### src/sv/prp_pkg.sv
// shared types and constants for the paced ring producer
`timescale 1ns / 1ps

package prp_pkg;

    localparam int unsigned RING_SIZE_DEF = 32;
    localparam int unsigned CELL_WORDS    = 16;
    localparam int unsigned WORD_IDX_W    = $clog2(CELL_WORDS);
    localparam int unsigned SLOT_W        = 5;
    localparam int unsigned DATA_W        = 32;
    localparam int unsigned PACE_W        = 20;
    localparam int unsigned JOB_DEPTH     = 4;
    localparam int unsigned APB_ADDR_W    = 3;
    localparam int unsigned APB_DATA_W    = 32;

    localparam logic [PACE_W-1:0]     PACE_RESET = PACE_W'(540);
    localparam logic [WORD_IDX_W-1:0] TS_WORD    = WORD_IDX_W'(1);
    localparam logic [WORD_IDX_W-1:0] LAST_WORD  = WORD_IDX_W'(CELL_WORDS - 1);

    // register index, taken from paddr[2]
    localparam logic REG_PACE_INTERVAL = 1'b0;

    typedef enum logic {
        KIND_WORD   = 1'b0,
        KIND_NOTICE = 1'b1
    } t_kind;

    // one unit of work handed from the front to the back
    typedef struct packed {
        t_kind             kind;
        logic [SLOT_W-1:0] slot;
        logic [DATA_W-1:0] wi;
        logic [DATA_W-1:0] ts;
        logic [DATA_W-1:0] blk;
    } t_job;

endpackage

### src/sv/prp_front.sv
// tick classification: pacing, ring-full check and producer state
`timescale 1ns / 1ps

module prp_front import prp_pkg::*; #(
    parameter int unsigned RING_SIZE = RING_SIZE_DEF
) (
    input  logic              i_clk,
    input  logic              i_rst_n,
    input  logic              i_tick,
    input  logic [DATA_W-1:0] i_wall_time,
    input  logic [DATA_W-1:0] i_consumer_index,
    input  logic [PACE_W-1:0] i_pace_interval,
    output logic              o_push,
    output t_job              o_job
);

    localparam int unsigned SLOT_CNT_W = (RING_SIZE > 1) ? $clog2(RING_SIZE) : 1;
    localparam logic [SLOT_CNT_W-1:0] SLOT_MAX = SLOT_CNT_W'(RING_SIZE - 1);

    logic [DATA_W-1:0]     r_wi, n_wi;
    logic [DATA_W-1:0]     r_deadline, n_deadline;
    logic [DATA_W-1:0]     r_blk, n_blk;
    logic                  r_wait, n_wait;
    logic                  r_armed, n_armed;
    logic [SLOT_CNT_W-1:0] r_slot, n_slot;

    logic              w_full;
    logic              w_pace_nz;
    logic [DATA_W-1:0] w_pace_ext;
    logic [DATA_W-1:0] w_lag;
    logic [DATA_W-1:0] w_slot_ext;
    logic              w_go;
    logic              w_publish;
    logic              w_notice;

    assign w_full     = (r_wi - i_consumer_index) >= DATA_W'(RING_SIZE);
    assign w_pace_nz  = |i_pace_interval;
    assign w_pace_ext = DATA_W'(i_pace_interval);
    assign w_lag      = i_wall_time - r_deadline;
    assign w_slot_ext = DATA_W'(r_slot);

    always_comb begin
        n_wi       = r_wi;
        n_deadline = r_deadline;
        n_blk      = r_blk;
        n_wait     = r_wait;
        n_armed    = r_armed;
        n_slot     = r_slot;
        w_go       = 1'b0;
        w_publish  = 1'b0;
        w_notice   = 1'b0;
        if (i_tick) begin
            if (r_wait) begin
                if (!w_full) begin
                    w_publish = 1'b1;
                    n_wait    = 1'b0;
                end
            end else begin
                // pacing gate; a fresh deadline with a nonzero interval is never already due
                if (!r_armed) begin
                    n_armed = 1'b1;
                    if (w_pace_nz) begin
                        n_deadline = i_wall_time + w_pace_ext;
                    end else begin
                        n_deadline = i_wall_time;
                        w_go       = 1'b1;
                    end
                end else if (w_pace_nz) begin
                    if (!w_lag[DATA_W-1]) begin
                        n_deadline = r_deadline + w_pace_ext;
                        w_go       = 1'b1;
                    end
                end else begin
                    n_deadline = i_wall_time;
                    w_go       = 1'b1;
                end
                if (w_go) begin
                    if (w_full) begin
                        w_notice = 1'b1;
                        n_blk    = r_blk + DATA_W'(1);
                        n_wait   = 1'b1;
                    end else begin
                        w_publish = 1'b1;
                    end
                end
            end
            if (w_publish) begin
                n_wi = r_wi + DATA_W'(1);
                // slot restarts on 32-bit wrap too, so it stays wi mod size
                if (r_wi == '1 || r_slot == SLOT_MAX) begin
                    n_slot = '0;
                end else begin
                    n_slot = r_slot + SLOT_CNT_W'(1);
                end
            end
        end
    end

    always_ff @(posedge i_clk) begin
        if (!i_rst_n) begin
            r_wi       <= '0;
            r_deadline <= '0;
            r_blk      <= '0;
            r_wait     <= 1'b0;
            r_armed    <= 1'b0;
            r_slot     <= '0;
        end else begin
            r_wi       <= n_wi;
            r_deadline <= n_deadline;
            r_blk      <= n_blk;
            r_wait     <= n_wait;
            r_armed    <= n_armed;
            r_slot     <= n_slot;
        end
    end

    assign o_push     = w_publish | w_notice;
    assign o_job.kind = w_notice ? KIND_NOTICE : KIND_WORD;
    assign o_job.slot = w_slot_ext[SLOT_W-1:0];
    assign o_job.wi   = r_wi;
    assign o_job.ts   = i_wall_time;
    assign o_job.blk  = n_blk;

endmodule

### src/sv/prp_queue.sv
// short job queue between front and back
`timescale 1ns / 1ps

module prp_queue import prp_pkg::*; (
    input  logic i_clk,
    input  logic i_rst_n,
    input  logic i_push,
    input  t_job i_job,
    input  logic i_pop,
    output t_job o_job,
    output logic o_empty,
    output logic o_full
);

    localparam int unsigned PTR_W = $clog2(JOB_DEPTH);

    t_job             r_mem [JOB_DEPTH];
    logic [PTR_W-1:0] r_wr_ptr;
    logic [PTR_W-1:0] r_rd_ptr;
    logic [PTR_W:0]   r_count;

    logic w_do_push;
    logic w_do_pop;

    assign o_empty   = (r_count == '0);
    assign o_full    = (r_count == (PTR_W+1)'(JOB_DEPTH));
    assign w_do_push = i_push & ~o_full;
    assign w_do_pop  = i_pop & ~o_empty;
    assign o_job     = r_mem[r_rd_ptr];

    always_ff @(posedge i_clk) begin
        if (w_do_push) begin
            r_mem[r_wr_ptr] <= i_job;
        end
    end

    always_ff @(posedge i_clk) begin
        if (!i_rst_n) begin
            r_wr_ptr <= '0;
            r_rd_ptr <= '0;
            r_count  <= '0;
        end else begin
            if (w_do_push) begin
                r_wr_ptr <= r_wr_ptr + PTR_W'(1);
            end
            if (w_do_pop) begin
                r_rd_ptr <= r_rd_ptr + PTR_W'(1);
            end
            if (w_do_push && !w_do_pop) begin
                r_count <= r_count + (PTR_W+1)'(1);
            end else if (!w_do_push && w_do_pop) begin
                r_count <= r_count - (PTR_W+1)'(1);
            end
        end
    end

endmodule

### src/sv/prp_back.sv
// cell word sequencer with registered output beat
`timescale 1ns / 1ps

module prp_back import prp_pkg::*; (
    input  logic                  i_clk,
    input  logic                  i_rst_n,
    input  t_job                  i_job,
    input  logic                  i_job_avail,
    output logic                  o_pop,
    output logic                  o_valid,
    input  logic                  i_ready,
    output logic                  o_kind,
    output logic [SLOT_W-1:0]     o_slot,
    output logic [WORD_IDX_W-1:0] o_word_index,
    output logic [DATA_W-1:0]     o_word_data,
    output logic [DATA_W-1:0]     o_new_write_index,
    output logic [DATA_W-1:0]     o_blocked_total,
    output logic                  o_last
);

    t_job                  r_job;
    logic                  r_act;
    logic [WORD_IDX_W-1:0] r_word;
    logic                  r_ov;

    t_kind                 r_kind;
    logic [SLOT_W-1:0]     r_slot;
    logic [WORD_IDX_W-1:0] r_widx;
    logic [DATA_W-1:0]     r_data;
    logic [DATA_W-1:0]     r_nwi;
    logic [DATA_W-1:0]     r_blk;
    logic                  r_last;

    logic              w_notice;
    logic              w_last_word;
    logic              w_load;
    logic [DATA_W-1:0] w_wi_inc;

    assign w_notice    = (r_job.kind == KIND_NOTICE);
    assign w_last_word = w_notice || (r_word == LAST_WORD);
    assign w_load      = r_act && (!r_ov || i_ready);
    assign o_pop       = i_job_avail && (!r_act || (w_load && w_last_word));
    assign w_wi_inc    = r_job.wi + DATA_W'(1);

    always_ff @(posedge i_clk) begin
        if (!i_rst_n) begin
            r_act  <= 1'b0;
            r_word <= '0;
            r_ov   <= 1'b0;
        end else begin
            if (o_pop) begin
                r_act  <= 1'b1;
                r_word <= '0;
            end else if (w_load && w_last_word) begin
                r_act <= 1'b0;
            end else if (w_load) begin
                r_word <= r_word + WORD_IDX_W'(1);
            end
            if (w_load) begin
                r_ov <= 1'b1;
            end else if (i_ready) begin
                r_ov <= 1'b0;
            end
        end
    end

    always_ff @(posedge i_clk) begin
        if (o_pop) begin
            r_job <= i_job;
        end
        if (w_load) begin
            r_kind <= r_job.kind;
            r_slot <= r_job.slot;
            r_blk  <= r_job.blk;
            r_last <= w_last_word;
            if (w_notice) begin
                r_widx <= '0;
                r_data <= '0;
                r_nwi  <= r_job.wi;
            end else begin
                r_widx <= r_word;
                r_data <= (r_word == TS_WORD) ? r_job.ts : r_job.wi;
                r_nwi  <= (r_word == LAST_WORD) ? w_wi_inc : '0;
            end
        end
    end

    assign o_valid           = r_ov;
    assign o_kind            = r_kind;
    assign o_slot            = r_slot;
    assign o_word_index      = r_widx;
    assign o_word_data       = r_data;
    assign o_new_write_index = r_nwi;
    assign o_blocked_total   = r_blk;
    assign o_last            = r_last;

endmodule

### src/sv/paced_ring_producer_unit.sv
// top level of the paced ring producer: config register, front, queue, back
`timescale 1ns / 1ps

// channel   | direction | handshake             | payload
// tick in   | in        | i_valid / o_ready     | i_wall_time, i_consumer_index
// cell out  | out       | o_valid / i_ready     | kind, slot, word index/data, indexes, last
// config    | in        | psel/penable/pready   | paddr, pwdata, prdata (pace interval)
//
// a tick is taken every cycle while the job queue has room; its decision is made
// in the cycle it is taken, by one 32-bit subtract/compare for the ring and one for pacing
// a publish is 16 beats from the back sequencer, one per ready cycle; a notice is one beat
// output stalls only hold the back; the front keeps taking ticks until the queue fills
// synchronous active-low reset clears all producer state; no memory clearing pass
// first beat of a job passes from its tick through the queue, the back's job register, then the output register

module paced_ring_producer_unit import prp_pkg::*; #(
    parameter int unsigned RING_SIZE = RING_SIZE_DEF
) (
    input  logic                  i_clk,
    input  logic                  i_rst_n,
    // tick channel
    input  logic                  i_valid,
    output logic                  o_ready,
    input  logic [DATA_W-1:0]     i_wall_time,
    input  logic [DATA_W-1:0]     i_consumer_index,
    // result channel
    output logic                  o_valid,
    input  logic                  i_ready,
    output logic                  o_kind,
    output logic [SLOT_W-1:0]     o_slot,
    output logic [WORD_IDX_W-1:0] o_word_index,
    output logic [DATA_W-1:0]     o_word_data,
    output logic [DATA_W-1:0]     o_new_write_index,
    output logic [DATA_W-1:0]     o_blocked_total,
    output logic                  o_last,
    // configuration port
    input  logic                  psel,
    input  logic                  penable,
    input  logic                  pwrite,
    input  logic [APB_ADDR_W-1:0] paddr,
    input  logic [APB_DATA_W-1:0] pwdata,
    output logic [APB_DATA_W-1:0] prdata,
    output logic                  pready
);

    logic [PACE_W-1:0] r_pace_interval;

    logic w_cfg_wr;
    logic w_tick;
    logic w_push;
    t_job w_push_job;
    t_job w_head_job;
    logic w_q_empty;
    logic w_q_full;
    logic w_pop;

    // register file: a single pace interval register at byte address 0
    assign pready   = 1'b1;
    assign w_cfg_wr = psel & penable & pwrite & pready & (paddr[2] == REG_PACE_INTERVAL);
    assign prdata   = (paddr[2] == REG_PACE_INTERVAL) ? APB_DATA_W'(r_pace_interval) : '0;

    always_ff @(posedge i_clk) begin
        if (!i_rst_n) begin
            r_pace_interval <= PACE_RESET;
        end else if (w_cfg_wr) begin
            r_pace_interval <= pwdata[PACE_W-1:0];
        end
    end

    // ticks are taken whenever the queue can hold whatever they may cause
    assign o_ready = ~w_q_full;
    assign w_tick  = i_valid & o_ready;

    prp_front #(
        .RING_SIZE (RING_SIZE)
    ) u_front (
        .i_clk            (i_clk),
        .i_rst_n          (i_rst_n),
        .i_tick           (w_tick),
        .i_wall_time      (i_wall_time),
        .i_consumer_index (i_consumer_index),
        .i_pace_interval  (r_pace_interval),
        .o_push           (w_push),
        .o_job            (w_push_job)
    );

    prp_queue u_queue (
        .i_clk   (i_clk),
        .i_rst_n (i_rst_n),
        .i_push  (w_push),
        .i_job   (w_push_job),
        .i_pop   (w_pop),
        .o_job   (w_head_job),
        .o_empty (w_q_empty),
        .o_full  (w_q_full)
    );

    prp_back u_back (
        .i_clk             (i_clk),
        .i_rst_n           (i_rst_n),
        .i_job             (w_head_job),
        .i_job_avail       (~w_q_empty),
        .o_pop             (w_pop),
        .o_valid           (o_valid),
        .i_ready           (i_ready),
        .o_kind            (o_kind),
        .o_slot            (o_slot),
        .o_word_index      (o_word_index),
        .o_word_data       (o_word_data),
        .o_new_write_index (o_new_write_index),
        .o_blocked_total   (o_blocked_total),
        .o_last            (o_last)
    );

`ifndef SYNTH
    // last word of a cell publishes the index right after the one it carries
    a_last_word_index: assert property (@(posedge i_clk) disable iff (!i_rst_n)
        (o_valid && o_last && o_kind == KIND_WORD) |->
            (o_new_write_index == o_word_data + DATA_W'(1)))
        else $error("published index does not follow cell sequence number");

    // a notice is always a single closing beat at word zero
    a_notice_shape: assert property (@(posedge i_clk) disable iff (!i_rst_n)
        (o_valid && o_kind == KIND_NOTICE) |-> (o_last && o_word_index == '0))
        else $error("blocked notice malformed");

    // words of a cell follow each other without a gap
    a_word_sequence: assert property (@(posedge i_clk) disable iff (!i_rst_n)
        (o_valid && i_ready && !o_last) |=>
            (o_valid && o_word_index == $past(o_word_index) + WORD_IDX_W'(1)))
        else $error("cell words out of sequence");

    // queue never pushed while full
    a_no_overflow: assert property (@(posedge i_clk) disable iff (!i_rst_n)
        w_push |-> !w_q_full)
        else $error("job queue overflow");
`endif

endmodule
### config.mk
export PLATFORM = sky130hd
export DESIGN_NAME = paced_ring_producer_unit
export DESIGN_NICKNAME = d
export VERILOG_FILES = /design/src/sv/prp_pkg.sv /design/src/sv/prp_front.sv /design/src/sv/prp_queue.sv /design/src/sv/prp_back.sv /design/src/sv/paced_ring_producer_unit.sv
export SDC_FILE = /design/constraint.sdc
export NUM_CORES = 1
export LEC_CHECK = 0
export BUFFER_PORTS_ARGS = -buffer_cell sky130_fd_sc_hd__clkbuf_2
export CAP_MARGIN = 20
export CORE_ASPECT_RATIO = 1.75
export CORE_UTILIZATION = 50
export CTS_CLUSTER_SIZE = 30
export DETAILED_ROUTE_END_ITERATION = 8
export GPL_TIMING_DRIVEN = 0
export PLACE_DENSITY = 0.8
export RECOVER_POWER = 100
export SKIP_CTS_REPAIR_TIMING = 1
export SYNTH_ARGS = -nofsm -noshare
export SYNTH_HDL_FRONTEND = slang
export SYNTH_SLANG_ARGS = --single-unit
### constraint.sdc
create_clock -name i_clk -period 8 [get_ports i_clk]
set_clock_uncertainty 0.05 [all_clocks]
set_input_delay 0.4 -clock i_clk [delete_from_list [all_inputs] [get_ports i_clk]]
set_output_delay 0.4 -clock i_clk [all_outputs]
set_load 0.03 [all_outputs]
# Yosys cells after proc, flatten, opt, wreduce, memory -nomap -nowiden
# Memories as Yosys holds them, arrays and structs flattened. A register that Yosys moved wholly into a read port is not among the register bits.
# Index checks and enable logic that the tools add are counted.
[totals]
register_bits = 243
latchBits = 0
input_bits = 106
mem_count = 1
romBits = 0
output_inout_bits = 142
elab_cells = 115
ram_bits = 408
[classes]
muxes = 38
n_div = 0
addsub = 13
multipliers = 0
order_cmp = 1
bitwise = 13
n_eq_ne = 6
reduce_logical = 23
shifts = 0
[mem_list]
columns = ["memory", "words", "width", "rd", "rd_ports_with_merged_regs", "wr", "line", "rtl"]
rows = [
  ["u_queue.r_mem", 4, 102, 1, 1, 1, "prp_queue.sv:17", "t_job r_mem [JOB_DEPTH];"],
]
[op_table]
columns = ["cell", "n"]
rows = [
  ["$mux 32", 11],
  ["$add 32x1->32 const B", 3],
  ["$add 32x20->32", 2],
  ["$sub 32x32->32", 2],
  ["$eq 32x32->1 const B", 1],
  ["$ge 32x6->1 const B", 1],
  ["$mux 1", 23],
  ["$mux 20", 1],
  ["$reduce_or 20->1", 1],
  ["$and 1x1->1", 6],
  ["$mux 3", 2],
  ["$not 1->1", 6],
  ["$reduce_and 2->1", 3],
  ["$reduce_bool 2->1", 3],
  ["$add 5x1->5 const B", 1],
  ["$eq 5x5->1 const B", 1],
  ["$logic_and 1x1->1", 5],
  ["$mux 5", 1],
  ["$add 2x1->2 const B", 2],
  ["$add 4x1->4 const B", 1],
  ["$eq 4x1->1 const B", 1],
  ["$eq 4x4->1 const B", 1],
  ["$logic_not 1->1", 4],
  ["$logic_or 1x1->1", 4],
  ["8 further kinds", 8],
]

# Logic depth before layout (Yosys ltp)
[depth]
depth_word = 16
depth_mapped = 22
ltp_nobuf = 20

# By module
# From an unflattened synthesis, not the netlist that was laid out.
[unflattened]
cells_unflattened = 2731
hier_area_um2 = 35419.0
[modules_own_cells]
columns = ["module", "area_each_um2", "seq_area_each_um2", "n_inst", "cells_per_inst"]
rows = [
  ["prp_queue", 15184.6, 12431.9, 1, 580],
  ["prp_front", 11194.5, 2062.0, 1, 1511],
  ["prp_back", 7965.1, 6396.1, 1, 512],
  ["paced_ring_producer_unit", 1074.8, 400.4, 1, 128],
]

# Worst setup path after synthesis
# Ideal clock, no wire load.
[synth_path]
path_kind = "register to register"
start = "register u_front.r_wi[0]"
end = "memory u_queue.r_mem[0][0] (netlist bit) (enable)"
period_less_slack_ps = 6221
setup_time_ps = 473
stages_incl_launch_ff = 18
arrival_time_ps = 5699
required_ps = 7477
path_slack_ps = 1779
path_buffers = 2
cell_sequence = "dfxtp_1 inv_1 ha_1 inv_1 fa_1 a211oi_1 o21ai_1 o221a_2 o21ai_0 xor2_1 o2111ai_1 nor4_1 nand2_1 or3_1 buf_2 buf_2 nand2_1 and2_1"
[synth_between]
elab_chain_len = 11
elab_cells_between_ends = 15
cone_classes = "add/sub (1); order compare (1); mux (11); bitwise (2)"
[synth_rtl]
columns = ["item", "line", "rtl"]
rows = [
  ["start, declared", "prp_front.sv:20", "logic [DATA_W-1:0] r_wi, n_wi;"],
  ["start signal, assigned", "prp_front.sv:108", "r_wi <= n_wi;"],
  ["$sub 32x32->32 *", "prp_front.sv:36", "assign w_full = (r_wi - i_consumer_index) >= DATA_W'(RING_SIZE);"],
  ["$ge 32x6->1 *", "prp_front.sv:36", ""],
  ["$mux 1", "prp_front.sv:54, prp_front.sv:78", ""],
  ["$mux 1", "prp_front.sv:77", "if (w_go) begin"],
  ["$mux 1", "prp_front.sv:53", "if (r_wait) begin"],
  ["$mux 1 (2 in a row)", "prp_front.sv:52", "if (i_tick) begin"],
  ["$or 1x1->1 *", "prp_front.sv:117", "assign o_push = w_publish | w_notice;"],
  ["$and 1x1->1 *", "prp_queue.sv:27", "assign w_do_push = i_push & ~o_full;"],
  ["via u_queue.w_do_push", "prp_queue.sv:22", "logic w_do_push;"],
  ["$mux 1 *", "prp_queue.sv:32", "if (w_do_push) begin"],
  ["$mux 1 (not written as such) *", "prp_queue.sv:33", "r_mem[r_wr_ptr] <= i_job;"],
  ["end, declared", "prp_queue.sv:17", ""],
]
# Mark *: on every way through the listed nets, which the timed path passes. The rest lies on a longest branch. The select of a mux whose other input is x is not followed.

# Worst setup path after layout
[layout_path]
start = "register u_front.r_wi[8]"
end = "memory u_queue.r_mem[1][41] (netlist bit) (enable)"
# The elaborated chain is that of the path after synthesis.

==> impl_results.md <==
- Status: finished with violations
- Failing checks: max-capacitance violations, max-slew violations
- Vias in the first global route: about 23000
- Max Fanout on Critical Path: 42
- Delay contributed by the slowest stage of the critical path: roughly 670 ps
- Worst min path class: input pin to register
- Clock sink count: approximately 750
- RSZ-0062 raised after global routing: false
- Vias: ~23000
- Count of pins over their slew limit: roughly 170
- First-pass GRT wire length: about 130 mm
- Synthesized cell area: between 0.03 and 0.04 mm²
- Remaining Overflow, GRT: 0
- Share of total power in the clock network: 29.1%
- Share of post-route cells with drive strength above 1: between 10 and 15%
- Worst Max-Slew Pin Slew: 3700 ps
- Worst hold margin: slightly above 90 ps
- Number of distinct library cells after synthesis: 80
- Sw frac: about a third
- Clock H-tree levels: 3
- Worst flop-to-flop path endpoint: u_queue.r_mem[1][41]
- Critical path data arrival time: about 6600 ps
- Internal power summed over all cells: approximately 0.008 W
- DRC: 0
- Reg2Reg Launch Point: u_front.r_wi[8]
- Ys async rst share: 0%
- Antenna cells: 0
- HPWL after detailed placement: ~65 mm
- Final hold viol count: 0
- Critical-path cell list: ha_1 -> clkbuf_1 -> a21oi_1 -> o2bb2ai_1 -> nor3_1 -> a211oi_1 -> or3_1 -> a31oi_1 -> xnor2_1 -> nand4_1 -> or3_1 -> clkbuf_1 -> clkbuf_1 -> nand2_1 -> and2_4 -> buf_12 -> buf_16
- Lkg Pwr: around 14 nW
- Final setup violation count: 0
- Worst setup path startpoint: u_front.r_wi[8]
- Final critical-path setup slack: between 1500 and 2000 ps
- Min-Delay Startpoint: i_rst_n
- TritonCTS clock tree: done
- Leading cell type by number of instances after synthesis: edfxtp_1
- PortBufs: 220
- Sum of routed wire length over all layers: approximately 90 mm
- Max Clock Freq: 0.156 GHz
- Register-to-register setup slack: ~1600 ps
- Worst slack at placement: approximately 2300 ps
- Total negative slack: 0 ps
- MaxCap Viol Count: 3
- Post-layout min period: about 6400 ps
- Clock slew at reported path FFs: approximately 70 ps
- Cells on Worst Hold Path: 3
- Avg Inst Size Synth: around 13 µm²
- Detailed-router iteration count before antenna repair: 6
- Switching Power: ~0.0037 W
- Relative area change from synthesis to final layout: 14.1%
- IR drop worst, VDD: between 0.15 and 0.2 mV
- Data required time at the worst endpoint: a little over 8000 ps
- Die Span X: approximately 200 µm
- Critical Setup Path Class: register to register
- Die extent in y: 349 µm
- Number of enable-type register cells in the synthesized netlist: 617
- Clock Path Buffers: 3
- Slew HR: -147%
- Average wire length per cell after detail routing: between 20 and 25 µm
- Cell accounting for the most synthesized area: edfxtp_1
- Aggregate global-route resource usage: approximately a quarter
- Starting density of the core: roughly half
- Syn Inst Count: between 2000 and 3000
- Most frequent CP cell: clkbuf_1
- Pin count of the biggest net entering global routing: between 50 and 60
- Number of clock buffers inserted by TritonCTS: ~70
- Placer congestion estimate: 0.976
- Leading post-synthesis cells by cell area: edfxtp_1 (54%), dfxtp_1 (7.9%), mux4_2 (6.7%)
- Combinational cell fraction of total power: approximately 23%
- Power Dens Cells: 299 mW/mm²
- Routed via count divided by cell count: about 6
- Launching element type of the critical path: register
- Portion of the post-synthesis area used by sequential elements: between 60% and 70%
- Count of synthesis-stage warnings from yosys: 0
- Number of flip-flops and latches in the synthesized netlist: 753
- Number of antenna-violating nets in the routed design: 0
- Number of antenna violations at the first check in global routing: 1
- Post-route clock period utilization: between 70% and 80%
- Top flip-flop cell by instance count after synthesis: edfxtp_1
- Clock latency on the worst-skew pair: 620 ps
- DRC marker count from the first detailed-route iteration: approximately 1800
- Cell at the root of the clock tree: clkbuf_16
- Total Die Area: about 0.07 mm²
- Area of the core region: approximately 0.068 mm²
- Critical Path End Type: register
- Leading post-synthesis cells by instance count: edfxtp_1 (617), nand2_1 (284), a21oi_1 (155), nor2_1 (149), dfxtp_1 (136)
- Max stage delay cell, worst path: dfxtp_1
- FP Rows: between 100 and 150
- Min-Delay Endpoint: u_front.r_wi[10]
- Sequential group share of total power: about 48%
- Top-level I/O count: about 250
- Proportion of netlist area held by the largest area contributor: roughly 54%
- Layout net count: about 3200
- Depth of the worst register-to-register path: 17
per-layer routing:
metal | up-vias | share of wire, % | wire length [µm] | track usage, %
li1 | 10700 | - | - | -
met1 | 11300 | 36 | 32000 | 28.2
met2 | 1091 | 51 | 45400 | 45.1
met3 | 305 | 6.6 | 5910 | 4.00
met4 | 0 | 7.0 | 6240 | 17.2
met5 | - | 0 | 0 | 0
worst max path at each step:
stage                                 endpoint
final                     u_queue.r_mem[1][41]
after global routing      u_queue.r_mem[1][54]
after CTS                 u_queue.r_mem[1][71]
after detailed placement  u_queue.r_mem[1][37]
after global placement    u_queue.r_mem[1][77]
after floorplan            u_queue.r_mem[0][0]
power groups by stage:
stage | logic (W) | registers, W | clock network, W
after floorplan | 0.00146 | 0.00591 | 0
after global placement | 0.00264 | 0.00569 | 0
after detailed placement | 0.00278 | 0.00563 | 0
after CTS | 0.00280 | 0.00556 | 0.00344
after global routing | 0.00291 | 0.00566 | 0.00358
final | 0.00270 | 0.00561 | 0.00340
cell type report:
| class | count | area [µm²] |
|---|---|---|
| inverters | 107 | 403 |
| flip-flops and latches | 753 | 21300 |
| fillers | 5363 | 28600 |
| clock buffers | 96 | 1990 |
| plain buffers | 125 | 529 |
| repair buffers | 253 | 1360 |
| clock inverters | 31 | 362 |
| multi-input cells | 1663 | 12200 |
| well taps | 896 | 1120 |
cells by family (layout without fill, tap and decap cells):
kind of cell	after synthesis	in the layout	share of synthesized area, %
compound gates	509	509	9.83
xor+xnor	98	98	2.50
fa+ha+maj	117	117	4.35
buf+inv	232	612	2.78
flops	753	753	61.8
mux	132	132	7.56
other cells	2	13	0.0218
simple gates	794	794	11.1
sequential cells by signal, indices dropped and copies added, names as in the netlist, 20 cells and up:
register                  count
u_front.r_wi                 32
u_front.r_deadline           32
r_pace_interval              20
u_back.r_job                101
u_front.r_blk                32
u_back.o_new_write_index     32
u_queue.r_mem               408
u_back.o_word_data           32
u_back.o_blocked_total       32
critical path, delay by kind of cell, from the launching register on:
kind,cells,cell delay [ps]
xor+xnor,1,210
buf+inv,5,1210
flops,1,670
compound gates,4,1030
fa+ha+maj,1,330
simple gates,6,2480
per-stage QoR:
step           std cells  util [%]  instance area [µm²]  total power, W
2_1_floorplan       2648         -                34400         0.00736
3_3_place_gp        3764      54.0                36600         0.00834
3_5_place_dp        3776      54.5                37000         0.00841
4_1_cts             3903      58.0                39300          0.0118
5_1_grt             3924      57.9                39200          0.0121
6_report            3924      57.9                39200          0.0117
layout by cell type, fill, tap and decap left out, types with 18 or more instances in the layout:
cell type      count
edfxtp_1         617
nand2_1          284
clkbuf_1         280
a21oi_1          156
nor2_1           149
dfxtp_1          136
ha_1             113
inv_1            106
mux4_2           102
o21ai_0           81
nand3_1           79
clkbuf_16         73
clkbuf_2          59
xnor2_1           52
xor2_1            46
a21o_1            40
and3_1            39
nor2b_1           35
nand4_1           32
nor4_1            31
nand2b_1          30
o211ai_1          30
mux2i_1           28
nor3_1            25
or3_1             22
o21bai_1          22
o21a_1            21
dlygate4sd3_1     20
a211oi_1          19
a31oi_1           18
No activity file was read; power rests on OpenSTA's default activity.
